===== src/cau_pkg.sv =====
// cau_pkg: payload types and command codes for the complex arithmetic unit
// no dependencies
package cau_pkg;
   localparam int unsigned DW = 16;

   typedef enum logic [1:0] {
      CMD_ADD = 2'd0,
      CMD_SUB = 2'd1,
      CMD_MUL = 2'd2,
      CMD_DIV = 2'd3
   } cmd_type;

   typedef struct packed {
      cmd_type              cmd;
      logic signed [DW-1:0] a_re;
      logic signed [DW-1:0] a_im;
      logic signed [DW-1:0] b_re;
      logic signed [DW-1:0] b_im;
   } req_type;

   typedef struct packed {
      logic signed [DW-1:0] res_re;
      logic signed [DW-1:0] res_im;
      logic                 overflow;
      logic                 div_by_zero;
   } rsp_type;
endpackage


===== src/cau_fifo.sv =====
// cau_fifo: small queue between the front and back parts
// depends on cau_pkg
module cau_fifo import cau_pkg::*; #(
   parameter int DEPTH = 4
) (
   input  logic    clock,
   input  logic    reset,
   input  logic    wr_valid,
   output logic    wr_ready,
   input  req_type wr_data,
   output logic    rd_valid,
   input  logic    rd_ready,
   output req_type rd_data
);
   localparam int AW = (DEPTH > 1) ? $clog2(DEPTH) : 1;
   req_type mem_ff [DEPTH];
   logic [AW-1:0] wp_ff, wp_in, rp_ff, rp_in;
   logic [AW:0]   cnt_ff, cnt_in;
   logic wr, rd;

   assign wr_ready = (cnt_ff != (AW+1)'(DEPTH));
   assign rd_valid = (cnt_ff != '0);
   assign rd_data  = mem_ff[rp_ff];
   assign wr = wr_valid && wr_ready;
   assign rd = rd_valid && rd_ready;

   always_comb begin
      wp_in  = wr ? ((wp_ff == AW'(DEPTH-1)) ? '0 : wp_ff + 1'b1) : wp_ff;
      rp_in  = rd ? ((rp_ff == AW'(DEPTH-1)) ? '0 : rp_ff + 1'b1) : rp_ff;
      cnt_in = cnt_ff + (AW+1)'(wr) - (AW+1)'(rd);
   end

   always_ff @(posedge clock) begin
      if (reset) begin
         wp_ff  <= '0;
         rp_ff  <= '0;
         cnt_ff <= '0;
      end else begin
         wp_ff  <= wp_in;
         rp_ff  <= rp_in;
         cnt_ff <= cnt_in;
      end
      if (wr) mem_ff[wp_ff] <= wr_data;
   end
endmodule


===== config.mk =====
export PLATFORM = sky130hd
export DESIGN_NAME = cau_fifo
export DESIGN_NICKNAME = d
export VERILOG_FILES = /design/src/cau_pkg.sv /design/src/cau_fifo.sv
export SDC_FILE = /design/constraint.sdc
export NUM_CORES = 1
export LEC_CHECK = 0
export ABC_AREA = 1
export BUFFER_PORTS_ARGS = -buffer_cell sky130_fd_sc_hd__buf_2
export CAP_MARGIN = 25
export CORE_AREA = 8 8 146 148
export DETAILED_ROUTE_END_ITERATION = 6
export DIE_AREA = 0 0 154 156
export PLACE_DENSITY = 0.79
export SYNTH_ARGS = -nofsm -noshare
export SYNTH_HDL_FRONTEND = slang
export SYNTH_SLANG_ARGS = --single-unit

===== constraint.sdc =====
create_clock -name clock -period 5.4 [get_ports clock]
set_clock_uncertainty 0.1 [all_clocks]
set_input_delay 1.62 -clock clock [delete_from_list [all_inputs] [get_ports clock]]
set_output_delay 1.62 -clock clock [all_outputs]
set_load 0.02 [all_outputs]

== Yosys cells after proc, flatten, opt, wreduce, memory -nomap -nowiden ==
Memory sizes are Yosys's and may differ from the RTL's. A register that Yosys moved wholly into a read port is not among the register bits.
Cells that the tools add are included.
Storage, ports and cells
  flip-flop bits (word level): 7
  bits in writable memories: 264
  input port bits: 70
  output and inout port bits: 68
  word-level logic and storage cells: 20
  memories kept: 1
Cells by class
  $add $sub $neg: 4
  equality and inequality tests: 3
  multiplexer cells: 6
  reductions and logical operators: 3
Memory list
  mem_ff: words 4, bits a word 66, read ports 1, clocked after Yosys merged registers in 1, write ports 1, RTL line cau_fifo.sv:16  | req_type mem_ff [DEPTH];
Operator list (number)
  2-bit 2-to-1 mux: 4
  2-bit by 1-bit adder with 2-bit output, second input constant: 2
  2-bit equality test, second input constant: 2
  3-bit by 1-bit adder with 3-bit output: 1
  3-bit != test, second input constant: 1
  3-bit nonzero test: 1
  3-bit by 1-bit subtractor with 3-bit output: 1
  1-bit logical AND: 2
  1-bit 2-to-1 mux: 2

== Depth between registers and ports, before layout ==
Gate-level depths: netlist of run 1.
  depth in word-level cells: 4
  depth in mapped cells: 10
  depth with buffers taken out: 10

== Worst setup path before layout of run 1 ==
No wires, ideal clock.
  path kind: input to register
  from: input port wr_valid
  to: memory mem_ff[0][0] (netlist bit) (enable)
  library setup time: 491 ps
  arrival: 4509 ps
  required time: 4809 ps
  setup slack: 301 ps
  stages: 2
  buffers on the path: 0
  path through: nand2_1 -> nor2_1
On the way
  word-level cells in the longest chain between the ends: 3
Ends and longest elaborated chain
  start: declaration: RTL line cau_fifo.sv:8  | input logic wr_valid,
  1-bit logical AND: RTL line cau_fifo.sv:24  | assign wr = wr_valid && wr_ready;
  1-bit 2-to-1 mux: RTL line cau_fifo.sv:43  | if (wr) mem_ff[wp_ff] <= wr_data;
  1-bit 2-to-1 mux (not written as such): RTL line cau_fifo.sv:43
  end: declaration: RTL line cau_fifo.sv:16
Every way passes these cells.

==> results of run 1 <==
## cells in the mapped netlist, types with 2 or more instances
cell type / n / share of area
nand3_1: 4 / 0.0018
a21boi_0: 2 / 0.0014
o22ai_1: 26 / 0.015
o21ai_1: 10 / 0.0046
ha_1: 7 / 0.0081
nor2_1: 98 / 0.034
o21ai_2: 4 / 0.0032
dfxtp_1: 9 / 0.017
a21oi_1: 4 / 0.0018
edfxtp_1: 264 / 0.73
buf_6: 5 / 0.0052
o22ai_2: 40 / 0.046
buf_12: 5 / 0.0092
o21ai_0: 119 / 0.055
clkbuf_1: 22 / 0.0076
inv_1: 16 / 0.0055
nand2_1: 12 / 0.0041
nor2_2: 6 / 0.0035
nor2_4: 40 / 0.041
buf_2: 9 / 0.0041
## flip-flops by register name, summed over array words and instances (netlist names), named ones only
name / count
mem_ff: 264
cnt_ff: 3
wp_ff: 2
rp_ff: 2
## per-layer routing
metal | vias to the layer above | wire length, µm
met5 | - | 0
met4 | 0 | 306
met2 | 154 | 11100
met3 | 30 | 1080
li1 | 2915 | -
met1 | 3078 | 8770
## report_power, final
group	total (mW)	internal, mW	leakage [nW]	switching [mW]
clock network	1.85	1.11	0.437	0.746
logic	1.91	0.593	1.47	1.32
registers	2.69	2.59	2.49	0.104
total	6.45	4.29	4.40	2.17
## cell families after synthesis
| kind of cell | synth area share |
|---|---|
| AND/OR/NAND/NOR | 0.0846 |
| flip-flops | 0.745 |
| AO/OA/AOI/OAI | 0.127 |
| buffers and inverters | 0.0335 |
| adder cells (fa/ha/maj) | 0.00989 |
## final cells by class
| cell class | instances | area (µm²) |
|---|---|---|
| Timing Repair Buffer | 150 | 821 |
| Fill cell | 1333 | 6430 |
| Antenna cell | 1 | 2.50 |
| Tap cell | 238 | 298 |
| Inverter | 18 | 72.6 |
| Clock buffer | 28 | 679 |
| Clock inverter | 22 | 221 |
| Sequential cell | 273 | 8110 |
| Multi-Input combinational cell | 373 | 2440 |
## path summary, 6_finish.rpt
check,endpoint,slack [ns],start,cells after the start
worst max-delay path,rd_data[9],0.97,register,4
worst min-delay path,register,0.43,rp_ff[0],2
worst max register to register,cnt_ff[2],2.94,cnt_ff[1],10
worst min register to register,register,0.43,rp_ff[0],2
## stage by stage
step	setup slack, ns	total power [mW]	cells
after floorplan	0.301	4.10	706
after global placement	1.57	4.63	1052
after detailed placement	1.47	4.68	1052
after CTS	0.922	6.53	1102
after global routing	0.783	6.76	1102
final	0.971	6.45	1103
## worst reg2reg max path: stages, from the launching register on
cell and delay [ns]:
dfxtp_1 0.35, nor2_1 0.20, nand2_1 0.17, nand2_1 0.39, ha_1 0.32, inv_1 0.06, ha_1 0.12, inv_1 0.04
fa_1 0.37, o21ai_0 0.17, nor2_1 0.06
==> summary.md, run 1 <==
| Metric | Value |
|---|---|
| Leading register cell type out of synthesis | `edfxtp_1` |
| CP Capture Type | `primary output` |
| Yosys Warn Count | `0` |
| Min-Delay Path Class | `register to register` |
| GRT Util Overall | `0.173` |
| DP Wirelength | `12.7 mm` |
| Final Cycle Share | `0.820` |
| Critical path data arrival time | `2.71 ns` |
| TritonCTS clock tree | `done` |
| Gpl congestion | `0.701` |
| Nets | `921` |
| Min cycle time layout | `4.43 ns` |
| Detailed Routing Iterations Pass 1 | `4` |
| Met2 global-route usage | `0.314` |
| Leading cell type in the layout, fill and taps excluded | `edfxtp_1` |
| Reg clk slew, reported paths | `0.06 ns` |
| Worst-Margin Slew | `0.710 ns` |
| H-Tree Depth | `1` |
| Synthesized area | `approximately 11,000 µm²` |
| Distinct cell type count after synthesis | `24` |
| Core Util, Final | `0.663` |
| Cells after synthesis | `706` |
| Rows | `between 50 and 60` |
| Area growth, synth to finish | `16.2%` |
| Most frequent cells in the layout | `edfxtp_1, buf_2, o21ai_0` |
| DRT antenna net count | `0` |
| Root Buffer | `clkbuf_16` |
| Async set-reset flop share out of synthesis | `0` |
| Seq/Total Area, Yosys | `0.745` |
| Peak VDD IR | `0.000481 V` |
| Critical path cell sequence | `buf_4 -> o21ai_0 -> o22ai_2 -> buf_2` |
| Syn avg cell area | `roughly 15 µm²` |
| Die area | `between 20,000 and 25,000 µm²` |
| Outcome | `completed` |
| WP data required | `between 3 and 4 ns` |
| Clk sink count | `between 200 and 300` |
| GR met3 Demand/Resource | `0.0355` |
| Rel. slew slack | `0.527` |
| Met1 usage | `0.210` |
| Clk_lat worst skew | `0.51 ns` |
| Drt via density | `approximately 5.6` |
| DRT iter0 DRCs | `454` |
| Vias in the first global route | `6,330` |
| Mapped Nets | `approximately 780` |
| Peak Freq | `0.226 GHz` |
| Peak-usage layer in the global routing report | `met2` |
| Crit Path Category | `register to primary output` |
| Slew Viols, Final | `0` |
| Starting Density | `0.570` |
| WL per Instance | `19.3 µm` |
| Ports | `roughly 140` |
| RSZ-0062 raised after global routing | `no` |
| Pin count of the biggest net entering global routing | `69` |
| Leakage | `4.40 nW` |
| Core Area | `between 15,000 and 20,000 µm²` |
| Final setup fails | `0` |
| CTS Hold Bufs | `0` |
| Post-synth EDFFs | `~260` |
| DRC Markers | `0` |
| Total CTS buffers | `27` |
| CP top delay family | `buffers and inverters` |
| WP buf/inv | `2` |
| Routed vias | `6,177` |
| Max_cap viols | `0` |
| Die Y | `around 160 µm` |
| Initial antenna violation count | `0` |
| Post-cts resize count | `0` |
| Max Fanout on Critical Path | `68` |
| Total Wirelength | `between 20 and 25 mm` |
| IO Port Bufs | `137` |
| Post-route cell area | `between 10,000 and 15,000 µm²` |
| Pwr/cell area | `510 nW/µm²` |
| Total grt overflow | `0` |
| Worst path slowest cell | `dfxtp_4` |
| Layout cells sized above 1 | `0.337` |
| Yosys reg bits | `approximately 270` |
| Clock buffer depth | `3` |
| Final Hold Fails | `0` |
| Crit start category | `register` |
| Die width | `between 150 and 200 µm` |
| Slowest Stage Delay on Critical Path | `approximately 0.76 ns` |
| Dpl cell area | `11,700 µm²` |
| Setup TNS | `0 ns` |
| First-pass GRT wire length | `33.1 mm` |
| Hold Slack | `0.428 ns` |
| Postcts setup bufs | `0` |
Power figures use the tool's default switching activity.
==> run 2: changes to the inputs <==
Settings changed: ABC_AREA 1 to 0, CORE_AREA 8 8 146 148 to 8 8 142 144, DIE_AREA 0 0 154 156 to 0 0 150 152, PLACE_DENSITY 0.79 to 0.78.
Clock period 5.4 ns to 4.45 ns, I/O delays scaled along.
==> summary.md, run 2 <==
| Metric | Value |
|---|---|
| Min-Delay Path Class | `register to register (unchanged)` |
| Top post-synthesis cells by count | `edfxtp_1, mux4_2, dfxtp_1 (was edfxtp_1, o21ai_0, nor2_1)` |
| Met2 global-route usage | `0.276 (was 0.314)` |
| Syn avg cell area | `25.4 µm² (was 15.4 µm²)` |
| Slew Viols, Final | `0 (unchanged)` |
| Detailed Routing Iterations Pass 1 | `4 (unchanged)` |
| Final Hold Fails | `0 (unchanged)` |
| Die Y | `152 µm (was 156 µm)` |
| CP Capture Type | `primary output (unchanged)` |
| Initial antenna violation count | `3 (was 0)` |
| H-Tree Depth | `1 (unchanged)` |
| Most frequent cells in the layout | `edfxtp_1, buf_2, mux4_2 (was edfxtp_1, buf_2, o21ai_0)` |
| Clk sink count | `273 (unchanged)` |
| Min cycle time layout | `3.81 ns` |
| Tot Pwr | `7.04 mW (was 6.45 mW)` |
| Biggest register | `mem_ff (unchanged)` |
| Core Area | `17,800 µm² (was 19,100 µm²)` |
| Area growth, synth to finish | `18.9% (was 16.2%)` |
| Total CTS buffers | `28 (was 27)` |
| DP Wirelength | `11.0 mm (was 12.7 mm)` |
| GR met3 Demand/Resource | `0.0446 (was 0.0355)` |
| Seq/Total Area, Yosys | `0.812 (was 0.745)` |
| Clock buffer depth | `3 (unchanged)` |
| Drt via density | `5.72 (was 5.60)` |
| Nets | `628 (was 921)` |
| Ports | `138 (unchanged)` |
| Post-synth EDFFs | `264 (unchanged)` |
| Pin count of the biggest net entering global routing | `67 (was 69)` |
| Final Cycle Share | `0.857` |
| Vias in the first global route | `5,129 (was 6,330)` |
| Crit start category | `register (unchanged)` |
| Synthesized area | `9990 µm² (was 10,900 µm²)` |
| Leakage | `4.02 nW (was 4.40 nW)` |
| Cells after synthesis | `393 (was 706)` |
| WP data required | `3.01 ns (was 3.68 ns)` |
| Slowest Stage Delay on Critical Path | `0.71 ns (was 0.76 ns)` |
| GRT Util Overall | `0.164 (was 0.173)` |
| IO Port Bufs | `137 (unchanged)` |
| CP top delay family | `flip-flops (was buffers and inverters)` |
| DRT iter0 DRCs | `247 (was 454)` |
| Max reg flops | `264 (unchanged)` |
| Yosys Warn Count | `0 (unchanged)` |
| Gpl congestion | `0.668 (was 0.701)` |
| Async set-reset flop share out of synthesis | `0 (unchanged)` |
| Clk_lat worst skew | `0.53 ns (was 0.51 ns)` |
| Biggest registers after layout | `mem_ff x264, cnt_ff x3 (unchanged)` |
| Mapped Nets | `471 (was 784)` |
| Worst-Margin Slew | `0.999 ns (was 0.710 ns)` |
| Clk pwr share | `0.302 (was 0.287)` |
| Routed vias | `4,585 (was 6,177)` |
| Final setup fails | `0 (unchanged)` |
| Leading register cell type out of synthesis | `edfxtp_1 (unchanged)` |
| RSZ-0062 raised after global routing | `no (unchanged)` |
| Leading cell type in the layout, fill and taps excluded | `edfxtp_1 (unchanged)` |
| Met1 usage | `0.210 (about the same)` |
| Yosys reg bits | `273 (unchanged)` |
| Worst r2r src | `cnt_ff[1] (unchanged)` |
| DRC Markers | `0 (unchanged)` |
| DRT antenna net count | `0 (unchanged)` |
| WL per Instance | `23.5 µm (was 19.3 µm)` |
| Setup TNS | `0 ns (unchanged)` |
| Root Buffer | `clkbuf_16 (unchanged)` |
| Reg clk slew, reported paths | `0.06 ns (about the same)` |
| First-pass GRT wire length | `28.8 mm (was 33.1 mm)` |
| Rows | `49 (was 51)` |
| Most numerous cell in the Yosys netlist | `edfxtp_1 (unchanged)` |
| Power Internal | `5.08 mW (was 4.29 mW)` |
| Peak Freq | `between 0.2 and 0.3 GHz` |
| Starting Density | `0.562 (was 0.570)` |
| Peak VDD IR | `0.000416 V (was 0.000481 V)` |
| Switching Share | `0.278 (was 0.335)` |
| Postcts setup bufs | `0 (unchanged)` |
| Synth top area share | `0.794 (was 0.729)` |
| WP buf/inv | `2 (unchanged)` |
| Outcome | `completed (unchanged)` |
| Rel. slew slack | `0.334 (was 0.527)` |
| Pwr/cell area | `593 nW/µm² (was 510 nW/µm²)` |
| NetSw | `1.96 mW (was 2.17 mW)` |
| Post-synth top area cell | `edfxtp_1 (unchanged)` |
| Synth area leaders | `edfxtp_1, mux4_2, dfxtp_1, ha_1, buf_6 (was edfxtp_1, o21ai_0, o22ai_2, nor2_4, nor2_1)` |
| Origin of the worst min-delay path | `rp_ff[0] (unchanged)` |
| Worst path slowest cell | `dfxtp_4 (unchanged)` |
| Post-cts resize count | `0 (unchanged)` |
| Reg power frac | `0.472 (was 0.417)` |
| Critical path cell sequence | `buf_4 -> mux4_2 -> buf_2 (was buf_4 -> o21ai_0 -> o22ai_2 -> buf_2)` |
| CTS Hold Bufs | `0 (unchanged)` |
| Total grt overflow | `0 (unchanged)` |
| Total Wirelength | `18.8 mm (was 21.2 mm)` |
| Peak-usage layer in the global routing report | `met2 (unchanged)` |
| Die width | `150 µm (was 154 µm)` |
| Die area | `22,800 µm² (was 24,000 µm²)` |
| TritonCTS clock tree | `done (unchanged)` |
| Distinct cell type count after synthesis | `26 (was 24)` |
| Logic gate share of total power | `0.225 (was 0.296)` |
| Crit Path Category | `register to primary output (unchanged)` |
| Critical path data arrival time | `2.38 ns (was 2.71 ns)` |
| Layout cells sized above 1 | `0.447 (was 0.337)` |
| Max_cap viols | `0 (unchanged)` |
| Max Fanout on Critical Path | `27 (was 68)` |
[run 2: cell count changes after synthesis, sizes merged, moves of 3 or more]
cell and change:
a21oi -3, and3 +4, buf -7, clkbuf -19, inv -13, mux4 +66, nand2 -10, nand3 -4
nor2 -141, o21ai -132, o22ai -66, or3 +3
[run 2: stage by stage]
step                      instance area (µm²)  hold WS [ns]  std cells   util  worst slack [ns]
after floorplan                          9990         0.363        393      -             0.994
after global placement                  10900         0.362        745  0.614              1.12
after detailed placement                10900         0.377        745  0.614              1.11
after CTS                               11800         0.404        796  0.661             0.545
after global routing                    11900         0.425        801  0.668             0.468
final                                   11900         0.410        802  0.668             0.635
[run 2: path summary, 6_finish.rpt]
check,end,slack [ns],depth (start not counted)
worst max-delay path,rd_data[56],0.64,3
worst min-delay path,register,0.41,2
worst max register to register,cnt_ff[2],1.86,10
worst min register to register,register,0.41,2
[run 2: kinds of logic (layout without fill, tap and decap cells)]
family	after synthesis	after routing	share of synthesized area
muxes	68	68	0.151
and+or+nand+nor	18	18	0.0103
AOI/OAI and AO/OA	4	4	0.00301
xor gates and xnor gates	1	1	0.000877
DFF	273	273	0.812
other	0	2	0
adders and majority gates	8	8	0.0108
buffers and inverters	21	199	0.0123
[run 2: worst register-to-register path: cells and delay by family (launching register included)]
family                   cells  cell delay (ns)
XOR/XNOR                     1             0.16
adder cells (fa/ha/maj)      3             0.79
AND/OR/NAND/NOR              2             0.32
flip-flops                   1             0.37
AO/OA/AOI/OAI                1             0.57
buffers and inverters        3             0.20
[run 2: power by group through the flow]
stage / Combinational, mW / Sequential, mW / Clock, mW
global placement: 1.56 / 3.36 / 0
detailed placement: 1.58 / 3.39 / 0
floorplan: 1.17 / 3.27 / 0
finish: 1.59 / 3.32 / 2.13
global route: 1.70 / 3.36 / 2.27
CTS: 1.59 / 3.34 / 2.18
[run 2: area by class of cell]
class	count	area [µm²]
multi-input cells	99	1780
diodes	2	5.00
well taps	229	287
clock buffers	33	741
flip-flops and latches	273	8120
inverters	5	18.8
fillers	1145	5910
repair buffers	143	823
clock inverters	18	106
[run 2: routing by layer]
layer,wire (µm),vias to the layer above
met2,9450,201
met3,1700,28
met4,265,4
li1,-,1990
met5,23,-
met1,7390,2362
==> run 3: changes to the inputs <==
--- a/config.mk
+++ b/config.mk
@@ -10,6 +10,6 @@
 export CAP_MARGIN = 25
-export CORE_AREA = 8 8 142 144
+export CORE_AREA = 8 8 137 139
 export DETAILED_ROUTE_END_ITERATION = 6
-export DIE_AREA = 0 0 150 152
-export PLACE_DENSITY = 0.78
+export DIE_AREA = 0 0 145 147
+export PLACE_DENSITY = 0.83
 export SYNTH_ARGS = -nofsm -noshare
==> constraint.sdc (replaced) <==
create_clock -name clock -period 4.6 [get_ports clock]
set_clock_uncertainty 0.1 [all_clocks]
set_input_delay 0.92 -clock clock [delete_from_list [all_inputs] [get_ports clock]]
set_output_delay 0.92 -clock clock [all_outputs]
set_load 0.02 [all_outputs]
==> summary.md, run 3 (synthesis results as in run 2) <==
| Metric | Value |
|---|---|
| Area growth, synth to finish | `17.2% (was 18.9%)` |
| Outcome | `completed (unchanged)` |
| Routed vias | `4,574 (was 4,585)` |
| WP buf/inv | `2 (unchanged)` |
| First-pass GRT wire length | `28.2 mm (was 28.8 mm)` |
| Die area | `21,300 µm² (was 22,800 µm²)` |
| Final setup fails | `0 (unchanged)` |
| Layout cells sized above 1 | `0.437 (was 0.447)` |
| Drt via density | `5.82 (was 5.72)` |
| CTS Hold Bufs | `0 (unchanged)` |
| Hold Slack | `0.393 ns (was 0.410 ns)` |
| Levels on crit path | `3 (unchanged)` |
| Ports | `138 (unchanged)` |
| H-Tree Depth | `1 (unchanged)` |
| Total grt overflow | `0 (unchanged)` |
| DRT iter0 DRCs | `254 (was 247)` |
| Root Buffer | `clkbuf_16 (unchanged)` |
| Slowest Stage Delay on Critical Path | `0.79 ns (was 0.71 ns)` |
| Leading cell type in the layout, fill and taps excluded | `edfxtp_1 (unchanged)` |
| Detailed Routing Iterations Pass 1 | `4 (unchanged)` |
| Vias in the first global route | `4,994 (was 5,129)` |
| WL per Instance | `23.3 µm (was 23.5 µm)` |
| Final Cycle Share | `0.758` |
| Post-route cell area | `11,700 µm² (was 11,900 µm²)` |
| Number of cells after detailed placement | `740 (was 745)` |
| Pin count of the biggest net entering global routing | `67 (unchanged)` |
| Peak Freq | `0.287 GHz` |
| Final Instance Count excl. Fillers | `786 (was 802)` |
| DRC Markers | `0 (unchanged)` |
| Clk_lat worst skew | `0.51 ns (was 0.53 ns)` |
| Die Y | `147 µm (was 152 µm)` |
| Final-layout fill cell count | `1,007 (was 1,145)` |
| IO Port Bufs | `137 (unchanged)` |
| Max_cap viols | `0 (unchanged)` |
| Most frequent cells in the layout | `edfxtp_1, buf_2, mux4_2 (unchanged)` |
| Max reg flops | `264 (unchanged)` |
| TritonCTS clock tree | `done (unchanged)` |
| Max Fanout on Critical Path | `35 (was 27)` |
| Clock buffer depth | `3 (unchanged)` |
| Post-cts resize count | `0 (unchanged)` |
| Area of the multi-input gates | `1780 µm² (unchanged)` |
| CP Capture Type | `primary output (unchanged)` |
| DRT antenna net count | `0 (unchanged)` |
| CP top delay family | `flip-flops (unchanged)` |
| Dpl cell area | `10,900 µm² (about the same)` |
| Reg clk slew, reported paths | `0.06 ns (about the same)` |
| Crit Path Category | `register to primary output (unchanged)` |
| Crit start category | `register (unchanged)` |
| Core Area | `16,800 µm² (was 17,800 µm²)` |
| Starting Density | `0.596 (was 0.562)` |
| Critical path cell sequence | `buf_12 -> mux4_2 -> buf_2 (was buf_4 -> mux4_2 -> buf_2)` |
| Rows | `48 (was 49)` |
| Min cycle time layout | `3.49 ns` |
| Postcts setup bufs | `0 (unchanged)` |
| Leakage | `3.93 nW (was 4.02 nW)` |
| # diodes | `0 (was 2)` |
| GRT Util Overall | `0.170 (was 0.164)` |
| WHS Path Cells | `2 (unchanged)` |
| Rel. slew slack | `0.316 (was 0.334)` |
| Tot Pwr | `6.68 mW (was 7.04 mW)` |
| RSZ-0062 raised after global routing | `no (unchanged)` |
| WP data required | `3.58 ns (was 3.01 ns)` |
| Initial antenna violation count | `1 (was 3)` |
| Worst-Margin Slew | `1.03 ns (was 0.999 ns)` |
| Total Wirelength | `18.3 mm (was 18.8 mm)` |
| Die width | `145 µm (was 150 µm)` |
| Min-Delay Path Class | `register to register (unchanged)` |
| Clk sink count | `273 (unchanged)` |
| Register Area | `8120 µm² (unchanged)` |
| Nets | `623 (was 628)` |
| Total CTS buffers | `27 (was 28)` |
| Peak VDD IR | `0.000361 V (was 0.000416 V)` |
| Final Hold Fails | `0 (unchanged)` |
| DP Wirelength | `10.5 mm (was 11.0 mm)` |
| R2R cell count | `10 (unchanged)` |
| Setup TNS | `0 ns (unchanged)` |
| Worst path slowest cell | `dfxtp_4 (unchanged)` |
| Biggest registers after layout | `mem_ff x264, cnt_ff x3 (unchanged)` |
| Biggest register | `mem_ff (unchanged)` |
| Slew Viols, Final | `0 (unchanged)` |
| Critical path data arrival time | `2.47 ns (was 2.38 ns)` |
| Gpl congestion | `0.693 (was 0.668)` |
| Pwr/cell area | `570 nW/µm² (was 593 nW/µm²)` |
==> run 3: changes by cell type in the layout (fill, tap and decap cells not counted), sizes merged <==
cell | previous run | this run
clkbuf | 33 | 35
diode | 2 | 0
inv | 5 | 7
clkinv | 16 | 6
buf | 143 | 139
==> run 3: layout make-up <==
cell class              instances  share of cell area
clock buffers                  35              0.0603
clock inverters                10             0.00695
inverters                       5             0.00160
multi-input cells              99               0.152
flip-flops and latches        273               0.693
well taps                     225              0.0241
repair buffers                139              0.0620
==> run 3: worst paths after layout <==
kind              startpoint          end  slack (ns)
setup / recovery    register  rd_data[20]        1.11
hold reg to reg     rp_ff[0]     register        0.39
hold / removal      rp_ff[0]     register        0.39
setup reg to reg   cnt_ff[1]    cnt_ff[2]        1.95
==> run 3: report_power, final <==
| part | total (mW) | internal, mW | switching [mW] | leakage (nW) |
|---|---|---|---|---|
| clock | 1.95 | 1.13 | 0.822 | 0.379 |
| sequential | 3.23 | 3.06 | 0.175 | 2.49 |
| combinational | 1.49 | 0.639 | 0.851 | 1.06 |
==> run 3: stage by stage <==
step,setup slack [ns],util
after floorplan,1.56,-
after global placement,1.60,0.650
after detailed placement,1.58,0.650
after CTS,1.00,0.697
after global routing,0.914,0.698
final,1.11,0.698
==> run 3: worst register-to-register path, delay by kind of cell, from the launching register on <==
kind                     cells  cell delay [ns]
AO/OA/AOI/OAI                1             0.64
XOR/XNOR                     1             0.16
adder cells (fa/ha/maj)      3             0.81
buffers and inverters        3             0.23
flip-flops                   1             0.36
AND/OR/NAND/NOR              2             0.28
==> run 3: layer usage <==
| metal | part of all wire | global-route usage |
|---|---|---|
| met2 | 0.51 | 0.287 |
| met4 | 0.015 | 0.0431 |
| met1 | 0.40 | 0.220 |
| met5 | 0.00044 | 0 |
| met3 | 0.074 | 0.0431 |
